**src/fcta_pkg.sv**
```systemverilog
// shared constants, types and codes of the floor/ceiling texel address generator
package fcta_pkg;

    localparam int SCREEN_WIDTH      = 640;
    localparam int SCREEN_HEIGHT     = 480;
    localparam int TEXTURE_SIZE_LOG2 = 6;

    localparam int COLUMN_W = 10;
    localparam int ROW_W    = 8;
    localparam int TEXEL_W  = 12;
    localparam int ADDR_W   = 19;
    localparam int POS_W    = 24;
    localparam int DIR_W    = 16;
    localparam int FLOOR_W  = 40;
    localparam int STEP_W   = 32;

    localparam int S_TDATA_W = ((COLUMN_W + ROW_W + 7) / 8) * 8;
    localparam int M_TDATA_W = ((TEXEL_W + 2 * ADDR_W + 7) / 8) * 8;

    localparam int CFG_INDEX_W = 4;
    localparam int CFG_DATA_W  = POS_W;

    localparam logic [CFG_INDEX_W-1:0] CFG_POS_X = CFG_INDEX_W'(0);
    localparam logic [CFG_INDEX_W-1:0] CFG_POS_Y = CFG_INDEX_W'(1);
    localparam logic [CFG_INDEX_W-1:0] CFG_DIR_X = CFG_INDEX_W'(2);
    localparam logic [CFG_INDEX_W-1:0] CFG_DIR_Y = CFG_INDEX_W'(3);

    localparam logic signed [DIR_W-1:0] DIR_X_RESET = 16'sd16384;

    localparam int HALF_HEIGHT = SCREEN_HEIGHT / 2;
    localparam int D_W         = $clog2(HALF_HEIGHT + 1);
    localparam int DIFF_W      = ((ROW_W > D_W) ? ROW_W : D_W) + 1;
    localparam int OPER_W      = DIR_W + 2;
    localparam int NUM_MAG_MAX = 2 * SCREEN_HEIGHT * (1 << DIR_W);
    localparam int NUM_W       = $clog2(NUM_MAG_MAX + 1);
    localparam int QUO_W       = NUM_W + 1;
    localparam int DEN_W       = $clog2(HALF_HEIGHT * SCREEN_WIDTH + 1);
    localparam int CNT_W       = $clog2(NUM_W + 1);

    localparam logic [1:0] OP_FLOOR_X = 2'd0;
    localparam logic [1:0] OP_FLOOR_Y = 2'd1;
    localparam logic [1:0] OP_STEP_X  = 2'd2;
    localparam logic [1:0] OP_STEP_Y  = 2'd3;

    typedef struct packed {
        logic       latch_item;
        logic       div_start;
        logic       div_write;
        logic [1:0] op;
        logic       emit;
        logic       emit_from_input;
    } ctrl_cmd_t;

    typedef struct packed {
        logic col_zero;
        logic div_done;
    } dp_status_t;

endpackage

```
**src/fcta_divider.sv**
```systemverilog
// shared restoring divider, one quotient bit per cycle, signed result
module fcta_divider (
    input  logic                             aclk,
    input  logic                             aresetn,
    input  logic                             start,
    input  logic [fcta_pkg::NUM_W-1:0]       num_mag,
    input  logic                             num_neg,
    input  logic [fcta_pkg::DEN_W-1:0]       den,
    output logic                             done,
    output logic signed [fcta_pkg::QUO_W-1:0] quotient
);
    import fcta_pkg::*;

    logic [NUM_W-1:0] quo_reg, quo_next;
    logic [DEN_W-1:0] rem_reg, rem_next;
    logic [DEN_W-1:0] den_reg, den_next;
    logic             neg_reg, neg_next;
    logic [CNT_W-1:0] cnt_reg, cnt_next;
    logic             busy_reg, busy_next;
    logic             done_reg, done_next;
    logic [DEN_W+1:0] trial;

    always_comb begin
        quo_next  = quo_reg;
        rem_next  = rem_reg;
        den_next  = den_reg;
        neg_next  = neg_reg;
        cnt_next  = cnt_reg;
        busy_next = busy_reg;
        done_next = 1'b0;
        trial     = {1'b0, rem_reg, quo_reg[NUM_W-1]} - {2'b00, den_reg};
        if (start) begin
            quo_next  = num_mag;
            rem_next  = '0;
            den_next  = den;
            neg_next  = num_neg;
            cnt_next  = CNT_W'(NUM_W);
            busy_next = 1'b1;
        end else if (busy_reg) begin
            if (!trial[DEN_W+1]) begin
                rem_next = trial[DEN_W-1:0];
                quo_next = {quo_reg[NUM_W-2:0], 1'b1};
            end else begin
                rem_next = {rem_reg[DEN_W-2:0], quo_reg[NUM_W-1]};
                quo_next = {quo_reg[NUM_W-2:0], 1'b0};
            end
            cnt_next = cnt_reg - CNT_W'(1);
            if (cnt_reg == CNT_W'(1)) begin
                busy_next = 1'b0;
                done_next = 1'b1;
            end
        end
    end

    always_ff @(posedge aclk) begin
        if (!aresetn) begin
            busy_reg <= 1'b0;
            done_reg <= 1'b0;
            cnt_reg  <= '0;
        end else begin
            busy_reg <= busy_next;
            done_reg <= done_next;
            cnt_reg  <= cnt_next;
        end
        quo_reg <= quo_next;
        rem_reg <= rem_next;
        den_reg <= den_next;
        neg_reg <= neg_next;
    end

    assign done     = done_reg;
    assign quotient = neg_reg ? -$signed({1'b0, quo_reg}) : $signed({1'b0, quo_reg});

endmodule

```
**src/fcta_datapath.sv**
```systemverilog
// datapath: view registers, floor point and step state, row setup and output register
module fcta_datapath (
    input  logic                                aclk,
    input  logic                                aresetn,
    input  fcta_pkg::ctrl_cmd_t                 cmd,
    output fcta_pkg::dp_status_t                status,
    input  logic [fcta_pkg::S_TDATA_W-1:0]      s_tdata,
    output logic [fcta_pkg::M_TDATA_W-1:0]      m_tdata,
    input  logic                                cfg_valid,
    input  logic [fcta_pkg::CFG_INDEX_W-1:0]    cfg_index,
    input  logic [fcta_pkg::CFG_DATA_W-1:0]     cfg_data
);
    import fcta_pkg::*;

    logic [POS_W-1:0]          pos_x_reg, pos_y_reg;
    logic signed [DIR_W-1:0]   dir_x_reg, dir_y_reg;
    logic [FLOOR_W-1:0]        floor_x_reg, floor_x_next;
    logic [FLOOR_W-1:0]        floor_y_reg, floor_y_next;
    logic signed [STEP_W-1:0]  step_x_reg, step_x_next;
    logic signed [STEP_W-1:0]  step_y_reg, step_y_next;
    logic [COLUMN_W-1:0]       column_reg;
    logic [ROW_W-1:0]          row_reg;
    logic [TEXEL_W-1:0]        texel_reg;
    logic [ADDR_W-1:0]         upper_reg, lower_reg;

    logic [COLUMN_W-1:0]       in_column, emit_column;
    logic [ROW_W-1:0]          in_row, emit_row;
    logic signed [DIFF_W-1:0]  diff;
    logic [D_W-1:0]            row_dist;
    logic [DEN_W-1:0]          den;
    logic signed [OPER_W-1:0]  oper;
    logic [NUM_W:0]            scale;
    logic signed [NUM_W:0]     num_s;
    logic [NUM_W:0]            num_abs;
    logic                      div_done;
    logic signed [QUO_W-1:0]   quotient;
    logic [TEXTURE_SIZE_LOG2-1:0] tex_x, tex_y;

    assign in_column = s_tdata[COLUMN_W-1:0];
    assign in_row    = s_tdata[COLUMN_W+ROW_W-1:COLUMN_W];

    assign status.col_zero = (in_column == '0);
    assign status.div_done = div_done;

    // row distance divisor, saturated at one below the horizon
    assign diff = $signed(DIFF_W'(HALF_HEIGHT)) - $signed(DIFF_W'(row_reg));
    assign row_dist = (diff <= 0) ? D_W'(1) : diff[D_W-1:0];

    always_comb begin
        unique case (cmd.op)
            OP_FLOOR_X: begin
                oper  = OPER_W'(dir_x_reg) + OPER_W'(dir_y_reg);
                scale = (NUM_W+1)'(2 * SCREEN_HEIGHT);
                den   = DEN_W'(row_dist);
            end
            OP_FLOOR_Y: begin
                oper  = OPER_W'(dir_y_reg) - OPER_W'(dir_x_reg);
                scale = (NUM_W+1)'(2 * SCREEN_HEIGHT);
                den   = DEN_W'(row_dist);
            end
            OP_STEP_X: begin
                oper  = -OPER_W'(dir_y_reg);
                scale = (NUM_W+1)'(4 * SCREEN_HEIGHT);
                den   = DEN_W'(row_dist) * DEN_W'(SCREEN_WIDTH);
            end
            OP_STEP_Y: begin
                oper  = OPER_W'(dir_x_reg);
                scale = (NUM_W+1)'(4 * SCREEN_HEIGHT);
                den   = DEN_W'(row_dist) * DEN_W'(SCREEN_WIDTH);
            end
            default: begin
                oper  = '0;
                scale = '0;
                den   = '0;
            end
        endcase
        num_s   = $signed((NUM_W+1)'(oper)) * $signed(scale);
        num_abs = num_s[NUM_W] ? (NUM_W+1)'(-num_s) : (NUM_W+1)'(num_s);
    end

    fcta_divider u_divider (
        .aclk     (aclk),
        .aresetn  (aresetn),
        .start    (cmd.div_start),
        .num_mag  (num_abs[NUM_W-1:0]),
        .num_neg  (num_s[NUM_W]),
        .den      (den),
        .done     (div_done),
        .quotient (quotient)
    );

    assign emit_column = cmd.emit_from_input ? in_column : column_reg;
    assign emit_row    = cmd.emit_from_input ? in_row : row_reg;
    assign tex_x = floor_x_reg[15 -: TEXTURE_SIZE_LOG2];
    assign tex_y = floor_y_reg[15 -: TEXTURE_SIZE_LOG2];

    always_comb begin
        floor_x_next = floor_x_reg;
        floor_y_next = floor_y_reg;
        step_x_next  = step_x_reg;
        step_y_next  = step_y_reg;
        if (cmd.div_write) begin
            unique case (cmd.op)
                OP_FLOOR_X: floor_x_next = FLOOR_W'(pos_x_reg) + FLOOR_W'(quotient);
                OP_FLOOR_Y: floor_y_next = FLOOR_W'(pos_y_reg) + FLOOR_W'(quotient);
                OP_STEP_X:  step_x_next  = STEP_W'(quotient);
                OP_STEP_Y:  step_y_next  = STEP_W'(quotient);
                default:    ;
            endcase
        end else if (cmd.emit) begin
            floor_x_next = floor_x_reg + FLOOR_W'(step_x_reg);
            floor_y_next = floor_y_reg + FLOOR_W'(step_y_reg);
        end
    end

    always_ff @(posedge aclk) begin
        if (!aresetn) begin
            pos_x_reg   <= '0;
            pos_y_reg   <= '0;
            dir_x_reg   <= DIR_X_RESET;
            dir_y_reg   <= '0;
            floor_x_reg <= '0;
            floor_y_reg <= '0;
            step_x_reg  <= '0;
            step_y_reg  <= '0;
        end else begin
            if (cfg_valid) begin
                unique case (cfg_index)
                    CFG_POS_X: pos_x_reg <= cfg_data;
                    CFG_POS_Y: pos_y_reg <= cfg_data;
                    CFG_DIR_X: dir_x_reg <= cfg_data[DIR_W-1:0];
                    CFG_DIR_Y: dir_y_reg <= cfg_data[DIR_W-1:0];
                    default:   ;
                endcase
            end
            floor_x_reg <= floor_x_next;
            floor_y_reg <= floor_y_next;
            step_x_reg  <= step_x_next;
            step_y_reg  <= step_y_next;
        end
        if (cmd.latch_item) begin
            column_reg <= in_column;
            row_reg    <= in_row;
        end
        if (cmd.emit) begin
            texel_reg <= TEXEL_W'({tex_y, tex_x});
            upper_reg <= ADDR_W'(emit_row) * ADDR_W'(SCREEN_WIDTH) + ADDR_W'(emit_column);
            lower_reg <= (ADDR_W'(SCREEN_HEIGHT - 1) - ADDR_W'(emit_row))
                         * ADDR_W'(SCREEN_WIDTH) + ADDR_W'(emit_column);
        end
    end

    assign m_tdata = M_TDATA_W'({lower_reg, upper_reg, texel_reg});

endmodule

```
**src/fcta_ctrl.sv**
```systemverilog
// controller: request handshake, row setup sequence and output valid
module fcta_ctrl (
    input  logic                  aclk,
    input  logic                  aresetn,
    input  logic                  s_tvalid,
    output logic                  s_tready,
    output logic                  m_tvalid,
    input  logic                  m_tready,
    input  fcta_pkg::dp_status_t  status,
    output fcta_pkg::ctrl_cmd_t   cmd
);
    import fcta_pkg::*;

    localparam logic [1:0] ST_IDLE = 2'd0;
    localparam logic [1:0] ST_LOAD = 2'd1;
    localparam logic [1:0] ST_WAIT = 2'd2;
    localparam logic [1:0] ST_EMIT = 2'd3;

    logic [1:0] state_reg, state_next;
    logic [1:0] op_reg, op_next;
    logic       out_valid_reg, out_valid_next;
    logic       out_free;
    logic       accept;

    assign out_free = !out_valid_reg || m_tready;
    assign s_tready = (state_reg == ST_IDLE) && out_free;
    assign accept   = s_tvalid && s_tready;

    always_comb begin
        state_next          = state_reg;
        op_next             = op_reg;
        cmd.latch_item      = 1'b0;
        cmd.div_start       = 1'b0;
        cmd.div_write       = 1'b0;
        cmd.op              = op_reg;
        cmd.emit            = 1'b0;
        cmd.emit_from_input = 1'b0;
        unique case (state_reg)
            ST_IDLE: begin
                if (accept) begin
                    cmd.latch_item = 1'b1;
                    if (status.col_zero) begin
                        op_next    = OP_FLOOR_X;
                        state_next = ST_LOAD;
                    end else begin
                        cmd.emit            = 1'b1;
                        cmd.emit_from_input = 1'b1;
                    end
                end
            end
            ST_LOAD: begin
                cmd.div_start = 1'b1;
                state_next    = ST_WAIT;
            end
            ST_WAIT: begin
                if (status.div_done) begin
                    cmd.div_write = 1'b1;
                    if (op_reg == OP_STEP_Y) begin
                        state_next = ST_EMIT;
                    end else begin
                        op_next    = op_reg + 2'd1;
                        state_next = ST_LOAD;
                    end
                end
            end
            ST_EMIT: begin
                if (out_free) begin
                    cmd.emit   = 1'b1;
                    state_next = ST_IDLE;
                end
            end
            default: state_next = ST_IDLE;
        endcase
        out_valid_next = cmd.emit ? 1'b1 : (m_tready ? 1'b0 : out_valid_reg);
    end

    always_ff @(posedge aclk) begin
        if (!aresetn) begin
            state_reg     <= ST_IDLE;
            op_reg        <= OP_FLOOR_X;
            out_valid_reg <= 1'b0;
        end else begin
            state_reg     <= state_next;
            op_reg        <= op_next;
            out_valid_reg <= out_valid_next;
        end
    end

    assign m_tvalid = out_valid_reg;

endmodule

```
**src/floor_ceiling_texel_address_gen.sv**
```systemverilog
// top level of the floor/ceiling texel address generator
//
//  channel   direction  handshake              payload
//  s_        in         s_tvalid / s_tready    s_tdata: column, row
//  m_        out        m_tvalid / m_tready    m_tdata: texel index, upper and lower address
//  cfg_      in         cfg_valid / cfg_ready  cfg_index, cfg_data
//
// a new request with nonzero column is taken every cycle while the output is not stalled
// a request with column zero runs four divisions on the shared one-bit-per-cycle divider
// the output register holds a result while the next request is taken
// aresetn is synchronous, active low; cfg_ready is always high
module floor_ceiling_texel_address_gen (
    input  logic                                aclk,
    input  logic                                aresetn,
    input  logic                                s_tvalid,
    output logic                                s_tready,
    // column [9:0], row [17:10]
    input  logic [fcta_pkg::S_TDATA_W-1:0]      s_tdata,
    output logic                                m_tvalid,
    input  logic                                m_tready,
    // texel_index [11:0], upper_pixel_address [30:12], lower_pixel_address [49:31]
    output logic [fcta_pkg::M_TDATA_W-1:0]      m_tdata,
    input  logic                                cfg_valid,
    output logic                                cfg_ready,
    input  logic [fcta_pkg::CFG_INDEX_W-1:0]    cfg_index,
    input  logic [fcta_pkg::CFG_DATA_W-1:0]     cfg_data
);
    import fcta_pkg::*;

    ctrl_cmd_t  cmd;
    dp_status_t status;

    assign cfg_ready = 1'b1;

    fcta_ctrl u_ctrl (
        .aclk     (aclk),
        .aresetn  (aresetn),
        .s_tvalid (s_tvalid),
        .s_tready (s_tready),
        .m_tvalid (m_tvalid),
        .m_tready (m_tready),
        .status   (status),
        .cmd      (cmd)
    );

    fcta_datapath u_datapath (
        .aclk      (aclk),
        .aresetn   (aresetn),
        .cmd       (cmd),
        .status    (status),
        .s_tdata   (s_tdata),
        .m_tdata   (m_tdata),
        .cfg_valid (cfg_valid),
        .cfg_index (cfg_index),
        .cfg_data  (cfg_data)
    );

endmodule
```
**config.mk**
```make
export PLATFORM = sky130hd
export DESIGN_NAME = floor_ceiling_texel_address_gen
export DESIGN_NICKNAME = d
export VERILOG_FILES = /design/src/fcta_pkg.sv /design/src/fcta_divider.sv /design/src/fcta_datapath.sv /design/src/fcta_ctrl.sv /design/src/floor_ceiling_texel_address_gen.sv
export SDC_FILE = /design/constraint.sdc
export NUM_CORES = 1
export LEC_CHECK = 0
export BUFFER_PORTS_ARGS = -buffer_cell sky130_fd_sc_hd__buf_2
export CAP_MARGIN = 20
export CORE_MARGIN = 2
export CORE_UTILIZATION = 53
export DETAILED_ROUTE_END_ITERATION = 6
export PLACE_DENSITY = 0.76
export RECOVER_POWER = 25
export SYNTH_ARGS = -nofsm -noshare
export SYNTH_HDL_FRONTEND = slang
export SYNTH_SLANG_ARGS = --single-unit
```
**constraint.sdc**
```tcl
create_clock -name aclk -period 21.3 [get_ports aclk]
set_input_delay 1.065 -clock aclk [delete_from_list [all_inputs] [get_ports aclk]]
set_output_delay 1.065 -clock aclk [all_outputs]
set_load 0.05 [all_outputs]
```
==> reports/qor.yml <==
run_status:
  status: "finished, violations left"
  violations: "capacitance limit, slew limit"
power_and_ir_drop:
  power_density_mw_per_mm2: 69.8
  leakagePower_nw: 11.3
  ir_drop_mv: 0.102
place:
  port_buffers: 94
  hpwl_um: 37500
  gp_congestion: 0.883
worst_setup_path:
  cpMostUsedCell: "ha_1"
  crit_path_max_fanout: 36
  worstSetupPathType: "flop to flop"
  max_stage_delay_ns: 0.61
  crit_buf_inv: 5
  endpoint_kind: "flop"
  required_ns: 21.48
  slowest_stage: "nor3_1"
  start_kind: "flop"
  cpLargestDelayFamily: "adder cells"
  cp.arrival_ns: 9.31
synth:
  synth-edff-count: 106
  synth_mux_area_frac: 0.0441
  synth_xor_area_frac: 0.0626
  synth.distinct_cells: 82
  synth_compound_area_frac: 0.174
  synth_top_family_by_area: "adder cells"
  synthAdderAreaFrac: 0.210
  synth_simple_gate_area_frac: 0.153
  syn_area_mm2: 0.0215
  ys.warnings.count: 0
  seq_area_frac_synth: 0.295
  synth-seq-cells: 264
  synth-main-ff-cell: "dfxtp_1"
  synth.top_cell.area_share: 0.151
  avgSynthCellArea_um2: 9.07
  yosysTopAreaCell: "ha_1"
  synth.area.top_cells: "ha_1 (15%), edfxtp_1 (15%), dfxtp_1 (15%)"
  synthArstFlopShare: 0
  synth_cells: 2373
floorplanning:
  initial_core_util: 0.539
  dieArea_mm2: 0.0422
  num_rows: 73
  die_w_um: 206
  io_pins: 116
  die_h_um: 206
  coreArea_mm2: 0.0399
timing:
  drv_slew: 77
  post-route-min-period_ns: 9.13
  worstMarginPinSlew_ns: 3.57
  hold_ws_ns: 0.476
  clock_skew_ns: 0.0242
  fin_crit_sh: 0.429
  hold_viol_final: 0
  setup_viol: 0
  fmaxAchievable_mhz: 109
  rsz0062_at_grt: "no"
  tns_ns: 0
  max_slew_margin: -1.38
job:
  cap_violations: 1
clock_network:
  clk_pin_slew_ns: 0.07
  cts_hold_buf: 0
  cts_tree: "yes"
  post_cts_buffers: 0
  htreeDepth: 1
  cts.path.max_buffers: 3
  cts.sinks: 264
  cts_inserted_buffers: 29
  cts-root-buf: "clkbuf_16"
  clkLatencyLatePin_ns: 0.59
  ctsResizeCount: 0
finish:
  largest_reg_flops: 26
  layout.area.seq_mm2: 0.00635
  fin_nets: 2807
  multiInputGateArea_mm2: 0.0139
  n_fill_cell: 3394
  area_growth_pct: 8.71
  drive_above_1_share: 0.0759
hold_path:
  hp-class: "flop to flop"
routing:
  wl_per_cell_um: 16.8
  route.met2.wl_um: 24200
  drt_iter0_markers: 1149
  vias: 17300
  avgViaCountPerCell: 5.80
  route.antenna.remaining_nets: 0
  wl_met1_um: 22600
  drtPass1Iterations: 5
  routed_wirelength_um: 50100
  drcViolationCount: 0
  topRoutingLayerUsed: "met4"
  wl_met3_um: 2010
grt:
  grt-ovfl-total: 0
  grtUsageTotal: 0.237
  grt_max_degree: 77
  antenna_found_initial: 1
  grt_pass1_wl_um: 82700
  grt_pass1_vias: 17200
-- worst reg2reg max path, delay by kind of cell (launching register included) --
kind	cells	cell delay, ns
compound gates	10	2.24
xor+xnor	2	0.43
fa+ha+maj	8	3.25
buf+inv	5	0.64
flops	1	0.46
mux	2	0.40
simple gates	3	1.34
-- final timing paths --
kind	startpoint	end	slack (ns)	cells after the start
worst min-delay path	u_datapath.floor_x_reg[15]$_SDFFE_PN0P_	u_datapath.texel_reg[5]$_DFFE_PP_	0.48	0
worst max register to register	u_datapath.dir_y_reg[2]$_SDFFE_PN0P_	u_datapath.u_divider.quo_reg[7]$_DFFE_PP_	12.17	30
worst min register to register	u_datapath.floor_x_reg[15]$_SDFFE_PN0P_	u_datapath.texel_reg[5]$_DFFE_PP_	0.48	0
worst max-delay path	u_datapath.dir_y_reg[2]$_SDFFE_PN0P_	u_datapath.u_divider.quo_reg[7]$_DFFE_PP_	12.17	30
-- layout by cell type, fill, tap and decap left out, types with 20 or more instances in the layout --
master and count:
ha_1 259, a21o_1 36, o211ai_1 20, o211a_1 53
xor2_1 68, a31oi_1 34, edfxtp_1 106, clkbuf_16 29
a21oi_1 88, o21a_1 32, nor2_1 172, dfxtp_1 158
nand2_1 176, nand3_1 21, fa_1 64, buf_2 80
nor2b_1 101, or3_1 32, nand2b_1 24, o21ai_0 116
nor3_1 45, inv_1 234, xnor2_1 84, mux2i_1 79
-- stage by stage --
step | util | area [um2] | power (mW) | instances | worst slack (ns)
after floorplan | - | 21500 | 1.01 | 2379 | 13.16
after global placement | 0.561 | 22400 | 1.10 | 2918 | 12.46
final | 0.586 | 23400 | 1.63 | 2976 | 12.17
after global routing | 0.586 | 23400 | 1.72 | 2976 | 11.38
after detailed placement | 0.561 | 22400 | 1.11 | 2918 | 12.29
after CTS | 0.586 | 23400 | 1.64 | 2972 | 12.25
-- synthesized netlist by cell type, drive strengths merged (24+ instances only) --
cell type,count
xor2,68
o21ai,123
a21o,36
nor2,172
o211a,53
edfxtp,106
fa,64
nor3,45
clkbuf,71
a31oi,34
nand2,176
a21oi,89
mux2i,79
ha,259
nand2b,24
o21a,32
dfxtp,158
xnor2,85
or3,32
nor2b,101
buf,26
inv,235
-- cells by family (layout without fill, tap and decap cells) --
family,Yosys count,after routing
compound gates,537,537
xor+xnor,153,153
fa+ha+maj,323,323
buf+inv,333,404
flops,264,264
mux,93,93
other cells,2,9
simple gates,668,668
-- power by group --
| part | internal (mW) | switching (mW) | total, mW |
|---|---|---|---|
| Sequential | 0.580 | 0.0292 | 0.609 |
| Clock | 0.301 | 0.221 | 0.522 |
| Combinational | 0.191 | 0.311 | 0.502 |
-- per-layer routing --
metal  GRT usage  up-vias
li1            -     8470
met1       0.309     8303
met2       0.416      396
met3      0.0226       96
met4      0.0676        0
met5           0        -
-- area by class of cell --
| cell class | instances | area share |
|---|---|---|
| multi-input cells | 1782 | 0.593 |
| inverters | 236 | 0.0379 |
| clock inverters | 21 | 0.00898 |
| clock buffers | 33 | 0.0334 |
| repair buffers | 114 | 0.0270 |
| diodes | 1 | 0.000107 |
| well taps | 525 | 0.0281 |
| flip-flops and latches | 264 | 0.271 |
Power figures use the tool's default switching activity.
